==> config.mk <==
export PLATFORM = sky130hd
export DESIGN_NAME = salc_ctrl
export DESIGN_NICKNAME = d
export VERILOG_FILES = /design/src/hw/rtl/salc_pkg.sv /design/src/hw/rtl/salc_ctrl.sv
export SDC_FILE = /design/constraint.sdc
export NUM_CORES = 1
export LEC_CHECK = 0
export BUFFER_PORTS_ARGS = -buffer_cell sky130_fd_sc_hd__buf_4
export CORE_AREA = 2 2 39 41
export DETAILED_ROUTE_END_ITERATION = 6
export DIE_AREA = 0 0 41 43
export PLACE_DENSITY = 0.3
export REMOVE_ABC_BUFFERS = 1
export SYNTH_ARGS = -nofsm -noshare
export SYNTH_HDL_FRONTEND = slang
export SYNTH_SLANG_ARGS = --single-unit
==> constraint.sdc <==
create_clock -name clk -period 1.18 [get_ports clk]
set_clock_uncertainty 0.2 [all_clocks]
set_input_delay 0.059 -clock clk [delete_from_list [all_inputs] [get_ports clk]]
set_output_delay 0.059 -clock clk [all_outputs]
set_load 0.02 [all_outputs]
==> src/hw/rtl/salc_pkg.sv <==
// Shared constants, types and address helpers for the set-associative LRU
// write-back cache model. Used by the top level, salc_ctrl, salc_dpath and the testbench.
`default_nettype none

package salc_pkg;

	localparam int WAYS              = 2;
	localparam int SETS              = 1024;
	localparam int BLOCK_OFFSET_BITS = 5;
	localparam int ADDRESS_BITS      = 32;

	localparam int ADDR_W    = 32;
	localparam int ICNT_W    = 16;
	localparam int PENALTY_W = 10;
	localparam int CYC_W     = 17;
	localparam int CNT_W     = 32;
	localparam int SUM_W     = 48;

	localparam logic [PENALTY_W-1:0] MISS_PENALTY_RESET = 10'd30;
	localparam logic [CYC_W-1:0]     DIRTY_EVICT_COST   = 17'd2;

	localparam int INDEX_BITS = $clog2(SETS + 1) - 1;
	localparam int SET_AW     = (INDEX_BITS > 0) ? INDEX_BITS : 1;
	localparam int ROWS       = 2 ** INDEX_BITS;
	localparam int TAG_RAW    = ADDRESS_BITS - BLOCK_OFFSET_BITS - INDEX_BITS;
	localparam int TAG_W      = (TAG_RAW > 0) ? TAG_RAW : 1;
	localparam int WAY_W      = (WAYS > 1) ? $clog2(WAYS) : 1;

	localparam logic [63:0] ADDR_MASK =
		(ADDRESS_BITS >= 64) ? {64{1'b1}} : ((64'd1 << ADDRESS_BITS) - 64'd1);
	localparam logic [63:0] IDX_MASK  = (64'd1 << INDEX_BITS) - 64'd1;

	typedef enum logic [1:0] {
		ST_CLEAR,
		ST_IDLE,
		ST_LOOKUP
	} state_t;

	typedef struct packed {
		logic clear_wr;
		logic load_in;
		logic commit;
	} ctrl_cmd_t;

	typedef struct packed {
		logic clear_last;
	} ctrl_sts_t;

	typedef struct packed {
		logic             valid;
		logic             dirty;
		logic [WAY_W-1:0] age;
		logic [TAG_W-1:0] tag;
	} way_t;

	typedef way_t [WAYS-1:0] row_t;

	localparam int ROW_W = $bits(row_t);

	function automatic row_t clear_row();
		row_t r;
		for (int w = 0; w < WAYS; w++) begin
			r[w].valid = 1'b0;
			r[w].dirty = 1'b0;
			r[w].age   = WAY_W'(WAYS - 1 - w);
			r[w].tag   = '0;
		end
		return r;
	endfunction

	function automatic logic [SET_AW-1:0] addr_index(input logic [ADDR_W-1:0] a);
		logic [63:0] x;
		x = ({32'b0, a} & ADDR_MASK) >> BLOCK_OFFSET_BITS;
		return SET_AW'(x & IDX_MASK);
	endfunction

	function automatic logic [TAG_W-1:0] addr_tag(input logic [ADDR_W-1:0] a);
		logic [63:0] x;
		x = ({32'b0, a} & ADDR_MASK) >> (BLOCK_OFFSET_BITS + INDEX_BITS);
		return TAG_W'(x);
	endfunction

endpackage

`default_nettype wire

==> src/hw/rtl/salc_ctrl.sv <==
// Controller state machine: clearing pass, item accept, lookup and commit.
// Depends on salc_pkg for the state and command types.
`default_nettype none

module salc_ctrl (
	input  wire logic                 clk,
	input  wire logic                 arst_n,
	input  wire logic                 in_valid,
	output logic                      in_stall,
	output logic                      out_valid,
	input  wire logic                 out_stall,
	output salc_pkg::ctrl_cmd_t       cmd,
	input  wire salc_pkg::ctrl_sts_t  sts
);
	import salc_pkg::*;

	state_t state_q;
	state_t state_d;
	logic   out_valid_q;
	logic   out_free;

	assign out_free  = !out_valid_q || !out_stall;
	assign out_valid = out_valid_q;

	always_comb begin
		state_d = state_q;
		unique case (state_q)
			ST_CLEAR:  if (sts.clear_last) state_d = ST_IDLE;
			ST_IDLE:   if (in_valid) state_d = ST_LOOKUP;
			ST_LOOKUP: if (out_free) state_d = ST_IDLE;
			default:   state_d = ST_CLEAR;
		endcase
	end

	always_comb begin
		cmd      = '0;
		in_stall = 1'b1;
		unique case (state_q)
			ST_CLEAR: begin
				cmd.clear_wr = 1'b1;
			end
			ST_IDLE: begin
				in_stall    = 1'b0;
				cmd.load_in = in_valid;
			end
			ST_LOOKUP: begin
				cmd.commit = out_free;
			end
			default: begin
				in_stall = 1'b1;
			end
		endcase
	end

	always_ff @(posedge clk or negedge arst_n) begin
		if (!arst_n) begin
			state_q     <= ST_CLEAR;
			out_valid_q <= 1'b0;
		end else begin
			state_q <= state_d;
			if (cmd.commit) begin
				out_valid_q <= 1'b1;
			end else if (!out_stall) begin
				out_valid_q <= 1'b0;
			end
		end
	end

endmodule

`default_nettype wire

======== Yosys cells after proc, flatten, opt, wreduce, memory -nomap -nowiden ========
Cells that the tools add are included.
cells by class
  equal/unequal tests ..................... 6
  mux-type cells .......................... 10
  reduce and logical (&&, ||, !) cells .... 5
operator list
  cell                                                                     number
  1-bit 2-to-1 mux                                                         6
  2-bit 2-to-1 mux                                                         3
  2-bit inequality test, second input constant                             3
  2-bit one-hot mux with 3 select lines                                    1
  3-bit AND reduction                                                      1
  2-bit by 1-bit equality test with 1-bit output, second input constant    1
  2-bit equality test, second input constant                               1
  1-bit logical NOT                                                        2
  2-bit logical NOT                                                        1
  2-bit by 1-bit inequality test with 1-bit output, second input constant  1
  1-bit logical OR                                                         1
storage, ports and cells
  register bits ........................... 3
  input port bits ......................... 5
  output and inout bits ................... 5
  logic and storage cells ................. 23

======== Logic depth before layout (Yosys ltp) ========
Gate-level depths: netlist of run 1.
  depth after elaboration ................. 4
  mapped depth ............................ 2
  mapped depth without buffers ............ 2

======== Worst setup path after synthesis of run 1 ========
No wires, ideal clock.
  path type ............................... reg-to-output
  start ................................... register state_q[0]
  end ..................................... output port cmd[0] (netlist bit)
  arrival ................................. 0.926 ns
  data required time ...................... 0.921 ns
  setup slack ............................. -0.005 ns
  cell stages (with the launch flop) ...... 3
  buffers on the path ..................... 0
  cell sequence ........................... dfrtp_1 -> nand2b_1 -> a21oi_1
RTL lines
  item                      RTL line         source
  start: declaration        salc_ctrl.sv:17  state_t state_q;
  start signal: assignment  salc_ctrl.sv:60  state_q <= state_d;
  end: declaration          salc_ctrl.sv:12  output salc_pkg::ctrl_cmd_t cmd,

==> qor.yml, run 1 <==
yosys:
  syn_inst: 15
  synth_area_um2: 152.6
  syn_area_per_cell_um2: 10.18
  ys_warn_count: 0
  yosysSeqAreaShare_pct: 49.18
  yosysUniqueCellTypes: 11
  ys_seq_elements: 3
route:
  ant_nets: 0
  vias_per_cell: 3.818
  drtIter0Drc: 1
  routedWlPerCell_um: 10.05
  drcViolationCount: 0
  via_count: 210
  routed_wl_um: 553
  drt-pass1-iter-count: 2
layout:
  fin_area_um2: 396.6
  finish.utilization_pct: 28.66
  multiInputGateArea_um2: 91.34
  fillers: 150
  area_growth_pct: 159.8
  seqCellArea_um2: 77.57
  diodes: 0
  nets: 45
  drive_above_1_share_pct: 64.10
critical_path:
  critPathLaunch: "state_q[0]"
  crit_arrival_ps: 1070
  worst_setup_path_end_kind: "primary output"
  path_class: "reg2out"
  crit_fanout: 4
  r2r_start: "state_q[1]"
  startpoint_type: "register"
  required_ps: 920
floorplan:
  io_pins: 10
  start_util_pct: 11.03
  fp.coreArea_um2: 1384
  row_count: 14
  die-area_um2: 1763
  fp.dieH_um: 43
  die_width_um: 41
sta:
  setup_viol: 5
  slew_violations: 0
  max_slew_margin_pct: 87.70
  worst_slack_ps: -144.5
  tns_ps: -490.0
  timing.final.crit_share_pct: 112.2
  rsz0062_at_grt: "yes"
  fmax_ghz: 0.7550
  holdWs_ps: 59.93
  finalCriticalPeriod_ps: 1325
  worst_pin_slew_ps: 184.5
  finalHoldViolations: 0
power:
  power.total_w: 0.0009963
  ir_worst_vdd_v: 0.0009392
  p_per_area_nw_per_um2: 2512
  p_comb_share_pct: 59.3
  pwr-share-seq_pct: 22.0
  clkPwrFrac_pct: 18.6
  intPower_w: 0.0006316
  p_leak_nw: 0.2049
  power.switching_w: 0.0003647
  swShare_pct: 36.60
clocking:
  clk_path_buf_depth: 2
  cts_tree: "done"
  clk_latency_ps: 240
  cts_made_buffers: 3
  h-tree-depth: 1
  root_buffer: "clkbuf_4"
  cts.clk_slew.worst_paths_ps: 40
  clock_sinks: 3
global_routing:
  grt_max_degree: 6
  grt_pass1_wl_um: 931
  overflow: 0
  globalRouteTotalUtil_pct: 8.643
  grt_pass1_vias: 215
  antenna_found_initial: 0
place:
  place_area_um2: 240.2
  place.gp.congestion: 0.5369
  portBuffers: 9
run_status:
  status: "finished with violations"
  failed_checks: "setup timing"
min_path:
  min-delay-start: "out_stall"
  min_path_type: "in2reg"
run:
  drv_cap: 0
routing by layer:
metal | wire length, µm | global-route usage [%]
met5 | 0 | 0
met4 | 0 | 4.000
met3 | 74 | 7.853
met2 | 248 | 11.56
met1 | 230 | 9.032
power by group through the flow:
stage / combinational, W / sequential, W / clock [W]
3_5_place_dp: 0.000356 / 0.000215 / 0
2_1_floorplan: 0.000195 / 0.000218 / 0
5_1_grt: 0.000633 / 0.000230 / 0.000208
3_3_place_gp: 0.000358 / 0.000214 / 0
4_1_cts: 0.000542 / 0.000217 / 0.000192
6_report: 0.000591 / 0.000219 / 0.000186
logic make-up (layout without fill, tap and decap cells):
kind of cell | Yosys count | count (layout) | synth area share [%]
simple gates | 8 | 8 | 29.52
flops | 3 | 3 | 49.18
compound gates | 3 | 3 | 18.85
buf+inv | 1 | 25 | 2.457
cell type report:
type,instances,share of cell area (%)
Inverter,1,0.9464
Sequential cell,3,19.56
Tap cell,16,5.047
Multi-Input combinational cell,11,23.03
Clock buffer,4,6.625
Timing Repair Buffer,20,44.79
repair_timing:
item | 4_1_cts | 5_1_grt
setup endpoints to repair | 4 | 6
gates resized for setup | 8 | 2
pin swaps | 1 | 1
hold endpoints to repair | 5 | 0
cloned | 0 | 0
hold buffers | 5 | 0
buffers inserted | 4 | 2
flip-flops by register name, summed over array words and instances, names as in the netlist:
register   cells
out_valid      1
state_q        2
cell usage in the layout, fill, tap and decap left out:
cell type and instances:
a21o_1 1, and3_1 1, o32ai_2 1, a21oi_2 1, nor2_1 2, dfrtp_1 1
and3b_2 1, dlygate4sd3_1 5, buf_6 4, inv_1 1, nand2b_4 2, nand2_1 2
dfrtp_2 2, clkbuf_4 3, clkbuf_1 1, buf_4 11
metrics by stage:
stage,std cells,worst slack (ps)
final,55,-144.5
after detailed placement,40,24.91
after global placement,40,29.73
after global routing,55,-188.3
after floorplan,15,-4.722
after CTS,53,-149.2
worst paths after layout:
check / slack, ps / cells after the start / end
worst max-delay path: -140 / 3 / cmd[0]
worst min-delay path: 60 / 3 / state_q[0]
worst max register to register: -40 / 3 / state_q[1]
worst min register to register: 340 / 2 / out_valid
max in group asynchronous: 120 / 3 / state_q[0]
min in group asynchronous: 500 / 3 / out_valid
synth_stat cells:
master / n / share of area (%)
and3_1: 1 / 4.1
and3b_1: 1 / 5.7
dfrtp_1: 3 / 49
inv_1: 1 / 2.5
nand2b_1: 1 / 4.1
nand2b_2: 1 / 5.7
nor2_1: 2 / 4.9
o32ai_2: 1 / 11
a21oi_1: 1 / 3.3
a21o_1: 1 / 4.9
nand2_1: 2 / 4.9
worst max-delay path, stage by stage (launching register included):
cell      delay, ps
dfrtp_2         420
nand2b_4        150
a21oi_2         110
buf_4           150
No activity file was read; power rests on OpenSTA's default activity.
==> run 2: changes to the inputs <==
--- a/config.mk
+++ b/config.mk
@@ -6,11 +6,14 @@
 export NUM_CORES = 1
 export LEC_CHECK = 0
 export BUFFER_PORTS_ARGS = -buffer_cell sky130_fd_sc_hd__buf_4
+export CELL_PAD_IN_SITES_DETAIL_PLACEMENT = 0
+export CELL_PAD_IN_SITES_GLOBAL_PLACEMENT = 1
 export CORE_AREA = 2 2 39 41
 export DETAILED_ROUTE_END_ITERATION = 6
 export DIE_AREA = 0 0 41 43
-export PLACE_DENSITY = 0.3
+export PLACE_DENSITY = 0.35
 export REMOVE_ABC_BUFFERS = 1
 export SYNTH_ARGS = -nofsm -noshare
 export SYNTH_HDL_FRONTEND = slang
 export SYNTH_SLANG_ARGS = --single-unit
+export TNS_END_PERCENT = 30
==> run 2 against run 1 <==
Effect of this change:
- the run still ends with setup timing left
- final cell count is the same
- count of clock-buffer cells in the layout is the same
- critical path depth shrank 1
- setup slack gained 4.1 ps
- hold slack gained 8.9 ps
- combinational power grew 4.4%
==> qor.yml, run 2 (synthesis gave the netlist of run 1 again) <==
layout:
  largest_reg_flops: 2
  layout.cells.most_common: "buf_4"
  area_growth_pct: 158.2
  fin_area_um2: 394.1
  drive_above_1_share_pct: 64.10
  mostFrequentLayoutCells: "buf_4, dlygate4sd3_1, clkbuf_4, buf_6"
  diodes: 0
  top_register: "state_q"
  final_cells: 55
  nets: 45
place:
  place_hpwl_um: 412.1
  place_area_um2: 262.8
  dp_cells: 43
  portBuffers: 9
  place.gp.congestion: 0.6168
global_routing:
  grt_use_met3_pct: 1.571
  grt-busiest-layer: "met1"
  use_met2_pct: 8.438
  grt_max_degree: 7
  grt_pass1_vias: 206
  grt_pass1_wl_um: 821
  gr-usage-met1_pct: 10.29
  globalRouteTotalUtil_pct: 7.129
  overflow: 0
  antenna_found_initial: 0
clocking:
  root_buffer: "clkbuf_4"
  cts_tree: "done"
  h-tree-depth: 1
  clock_sinks: 3
  cts_made_buffers: 3
  clk_latency_ps: 230
  cts.clk_slew.worst_paths_ps: 40
  clk_path_buf_depth: 2
power:
  ir_worst_vdd_v: 0.0009283
  p_leak_nw: 0.2037
  p_per_area_nw_per_um2: 2542
sta:
  setup_viol: 5
  rsz0062_at_grt: "yes"
  holdWs_ps: 68.83
  slew_violations: 0
  finalCriticalPeriod_ps: 1320
  timing.final.crit_share_pct: 111.9
  finalHoldViolations: 0
  max_slew_margin_pct: 86.82
  fmax_ghz: 0.7574
  worst_pin_slew_ps: 197.7
  worst_slack_ps: -140.4
critical_path:
  worst_setup_path_end_kind: "primary output"
  startpoint_type: "register"
  required_ps: 920
  path_class: "reg2out"
  crit_arrival_ps: 1060
  crit_fanout: 6
floorplan:
  row_count: 14
  fp.coreArea_um2: 1384
  die-area_um2: 1763
  start_util_pct: 11.03
  io_pins: 10
  die_width_um: 41
  fp.dieH_um: 43
run_status:
  failed_checks: "setup timing"
  status: "finished with violations"
route:
  routedWlPerCell_um: 10.73
  vias_per_cell: 3.600
  drcViolationCount: 0
  ant_nets: 0
  drt-pass1-iter-count: 1
  routed_wl_um: 590
  drtIter0Drc: 0
  via_count: 198
run:
  drv_cap: 0
min_path:
  min_path_type: "in2reg"
run 2: final cells by class:
class | count | area, µm²
clock buffer | 4 | 26.28
fill | 154 | 989.7
inverter | 1 | 3.754
multi-input combinational | 11 | 93.84
sequential | 3 | 76.32
tap | 16 | 20.02
timing repair buffer | 20 | 173.9
run 2: what timing repair did:
item                                    CTS  global route
buffers inserted                          1             2
gates cloned                              0             0
resized for setup                         3             6
pin swaps                                 0             1
endpoints found under the setup margin    4             7
hold buffers                              5             0
hold endpoints to repair                  5             0
run 2: critical path, stage by stage (launching register included):
cell     delay, ps
dfrtp_2        440
and3b_2        270
buf_6          120
run 2: per-stage QoR:
step	util (%)	setup TNS [ps]	worst slack [ps]	power (W)
floorplan	-	-4.722	-4.722	0.0004134
global placement	18.99	0	71.14	0.0006573
detailed placement	18.99	0	24.49	0.0006556
CTS	25.95	-559.8	-148.5	0.0009085
global route	28.48	-803.6	-178.7	0.001070
finish	28.48	-556.8	-140.4	0.001002
run 2: worst paths after layout:
| path | start | end | slack, ps | cells after the start |
|---|---|---|---|---|
| max in group asynchronous | arst_n | state_q[1] | 90 | 3 |
| hold reg to reg | out_valid | out_valid | 390 | 3 |
| setup reg to reg | state_q[1] | state_q[1] | -60 | 3 |
| setup / recovery | state_q[1] | cmd[1] | -140 | 2 |
| hold / removal | out_stall | state_q[0] | 70 | 3 |
| min in group asynchronous | arst_n | out_valid | 520 | 3 |
run 2: routing by layer:
layer  share of wire [%]  vias to the layer above
li1                    -                       98
met2                  45                       10
met4                   0                        0
met3                 8.3                        0
met1                  46                       90
met5                   0                        -
run 2: report_power, final:
part           switching (W)  total (W)  internal [W]
registers          0.0000510   0.000202      0.000151
clock network      0.0000556   0.000182      0.000127
logic               0.000272   0.000617      0.000345
total               0.000379    0.00100      0.000623
==> run 3: changes to the inputs <==
--- a/config.mk
+++ b/config.mk
@@ -12,6 +12,7 @@
 export DETAILED_ROUTE_END_ITERATION = 6
 export DIE_AREA = 0 0 41 43
 export PLACE_DENSITY = 0.35
+export RECOVER_POWER = 25
 export REMOVE_ABC_BUFFERS = 1
 export SYNTH_ARGS = -nofsm -noshare
 export SYNTH_HDL_FRONTEND = slang
==> constraint.sdc (replaced) <==
create_clock -name clk -period 1.3 [get_ports clk]
set_clock_uncertainty 0.2 [all_clocks]
set_input_delay 0.065 -clock clk [delete_from_list [all_inputs] [get_ports clk]]
set_output_delay 0.065 -clock clk [all_outputs]
set_load 0.02 [all_outputs]
==> run 3 against run 2 <==
Effect of this change:
- die area is the same
- global-route usage up 0.093 points
- final cell count down 5.5%
- largest cell class unchanged
- the run still ends with setup timing left
- critical path type unchanged
- sequential share of layout area increased by 2.5 points
==> qor.yml, run 3 (synthesis gave the netlist of run 1 again) <==
global_routing:
  overflow: 0
  grt_max_degree: 7
  grt_pass1_wl_um: 738
  antenna_found_initial: 0
  globalRouteTotalUtil_pct: 7.222
  grt_pass1_vias: 190
route:
  drt-pass1-iter-count: 2
  drtIter0Drc: 3
  vias_per_cell: 3.385
  routed_wl_um: 489
  via_count: 176
  routedWlPerCell_um: 9.404
  drcViolationCount: 0
  ant_nets: 0
critical_path:
  worst_setup_path_end_kind: "primary output"
  required_ps: 1030
  reg2reg_depth: 3
  crit_fanout: 6
  startpoint_type: "register"
  path_class: "reg2out"
  crit_arrival_ps: 1070
floorplan:
  die-area_um2: 1763
  start_util_pct: 11.03
  fp.coreArea_um2: 1384
  fp.dieH_um: 43
  row_count: 14
  die_width_um: 41
  io_pins: 10
sta:
  timing.final.crit_share_pct: 102.5
  max_slew_margin_pct: 87.24
  slew_violations: 0
  finalHoldViolations: 0
  fmax_ghz: 0.7506
  finalCriticalPeriod_ps: 1332
  tns_ps: -76.32
  rsz0062_at_grt: "yes"
  worst_pin_slew_ps: 191.4
  worst_slack_ps: -32.27
  setup_viol: 4
layout:
  largest_reg_flops: 2
  drive_above_1_share_pct: 58.33
  mostFrequentLayoutCells: "buf_4, dlygate4sd3_1, clkbuf_4"
  area_growth_pct: 132.0
  nets: 42
  top_register: "state_q"
  layout.cells.most_common: "buf_4"
  finish.utilization_pct: 25.59
  diodes: 0
  final_cells: 52
  fin_area_um2: 354.1
clocking:
  cts_made_buffers: 3
  clk_latency_ps: 240
  cts.clk_slew.worst_paths_ps: 40
  cts_tree: "done"
  clk_path_buf_depth: 2
  root_buffer: "clkbuf_4"
  h-tree-depth: 1
  clock_sinks: 3
place:
  place_hpwl_um: 289.6
  place_area_um2: 240.2
  dp_cells: 40
  place.gp.congestion: 0.5507
  pre_cts_ws_ps: 142.0
  portBuffers: 9
power:
  p_comb_share_pct: 54.3
  clkPwrFrac_pct: 21.1
  power.switching_w: 0.0003094
  swShare_pct: 38.50
  ir_worst_vdd_v: 0.0009872
  p_per_area_nw_per_um2: 2270
  p_leak_nw: 0.1808
  intPower_w: 0.0004943
  pwr-share-seq_pct: 24.6
run_status:
  failed_checks: "setup timing"
  status: "finished with violations"
min_path:
  min_path_type: "in2reg"
  min_delay_path_depth: 4
run:
  drv_cap: 0
[run 3: path summary, 6_finish.rpt]
check	slack, ps	start	end
worst max-delay path	-30	state_q[1]	cmd[1]
worst min-delay path	100	in_valid	state_q[1]
worst max register to register	50	state_q[1]	state_q[1]
worst min register to register	330	out_valid	out_valid
max in group asynchronous	230	arst_n	state_q[0]
min in group asynchronous	510	arst_n	out_valid
[run 3: per-stage QoR]
stage | power, W | hold WS [ps]
finish | 0.0008037 | 104.4
global route | 0.0008620 | 120.0
CTS | 0.0008094 | 110.9
detailed placement | 0.0005205 | -345.1
global placement | 0.0005259 | -345.2
floorplan | 0.0003753 | -430.6
[run 3: cell type report]
type	count	area, µm²
repair buffers	17	140.1
fillers	150	1030
multi-input cells	11	86.33
inverters	1	3.754
clock buffers	4	26.28
flip-flops and latches	3	77.57
well taps	16	20.02
[run 3: layer usage]
layer	up-vias	GRT usage, %	routed length [µm]
met5	-	0	0
met1	72	7.051	211
li1	92	-	-
met4	0	8.000	0
met2	12	9.063	215
met3	0	4.712	61
[run 3: power groups by stage]
stage	clock network [W]	logic (W)	registers, W
2_1_floorplan	0	0.000177	0.000198
3_3_place_gp	0	0.000329	0.000197
3_5_place_dp	0	0.000325	0.000195
4_1_cts	0.000177	0.000441	0.000191
5_1_grt	0.000187	0.000473	0.000202
6_report	0.000170	0.000436	0.000198
[run 3: worst max-delay path, cell delays in order (launching register included)]
cell	delay, ps
dfrtp_2	450
and3b_2	270
buf_6	110
[run 3: what timing repair did]
item                                    in CTS  in global routing
pin swaps                                    0                  0
buffers inserted                             3                  0
endpoints found under the setup margin       3                  4
hold endpoints to repair                     5                  0
hold buffers                                 5                  0
resized for setup                            5                  1
gates cloned                                 0                  0
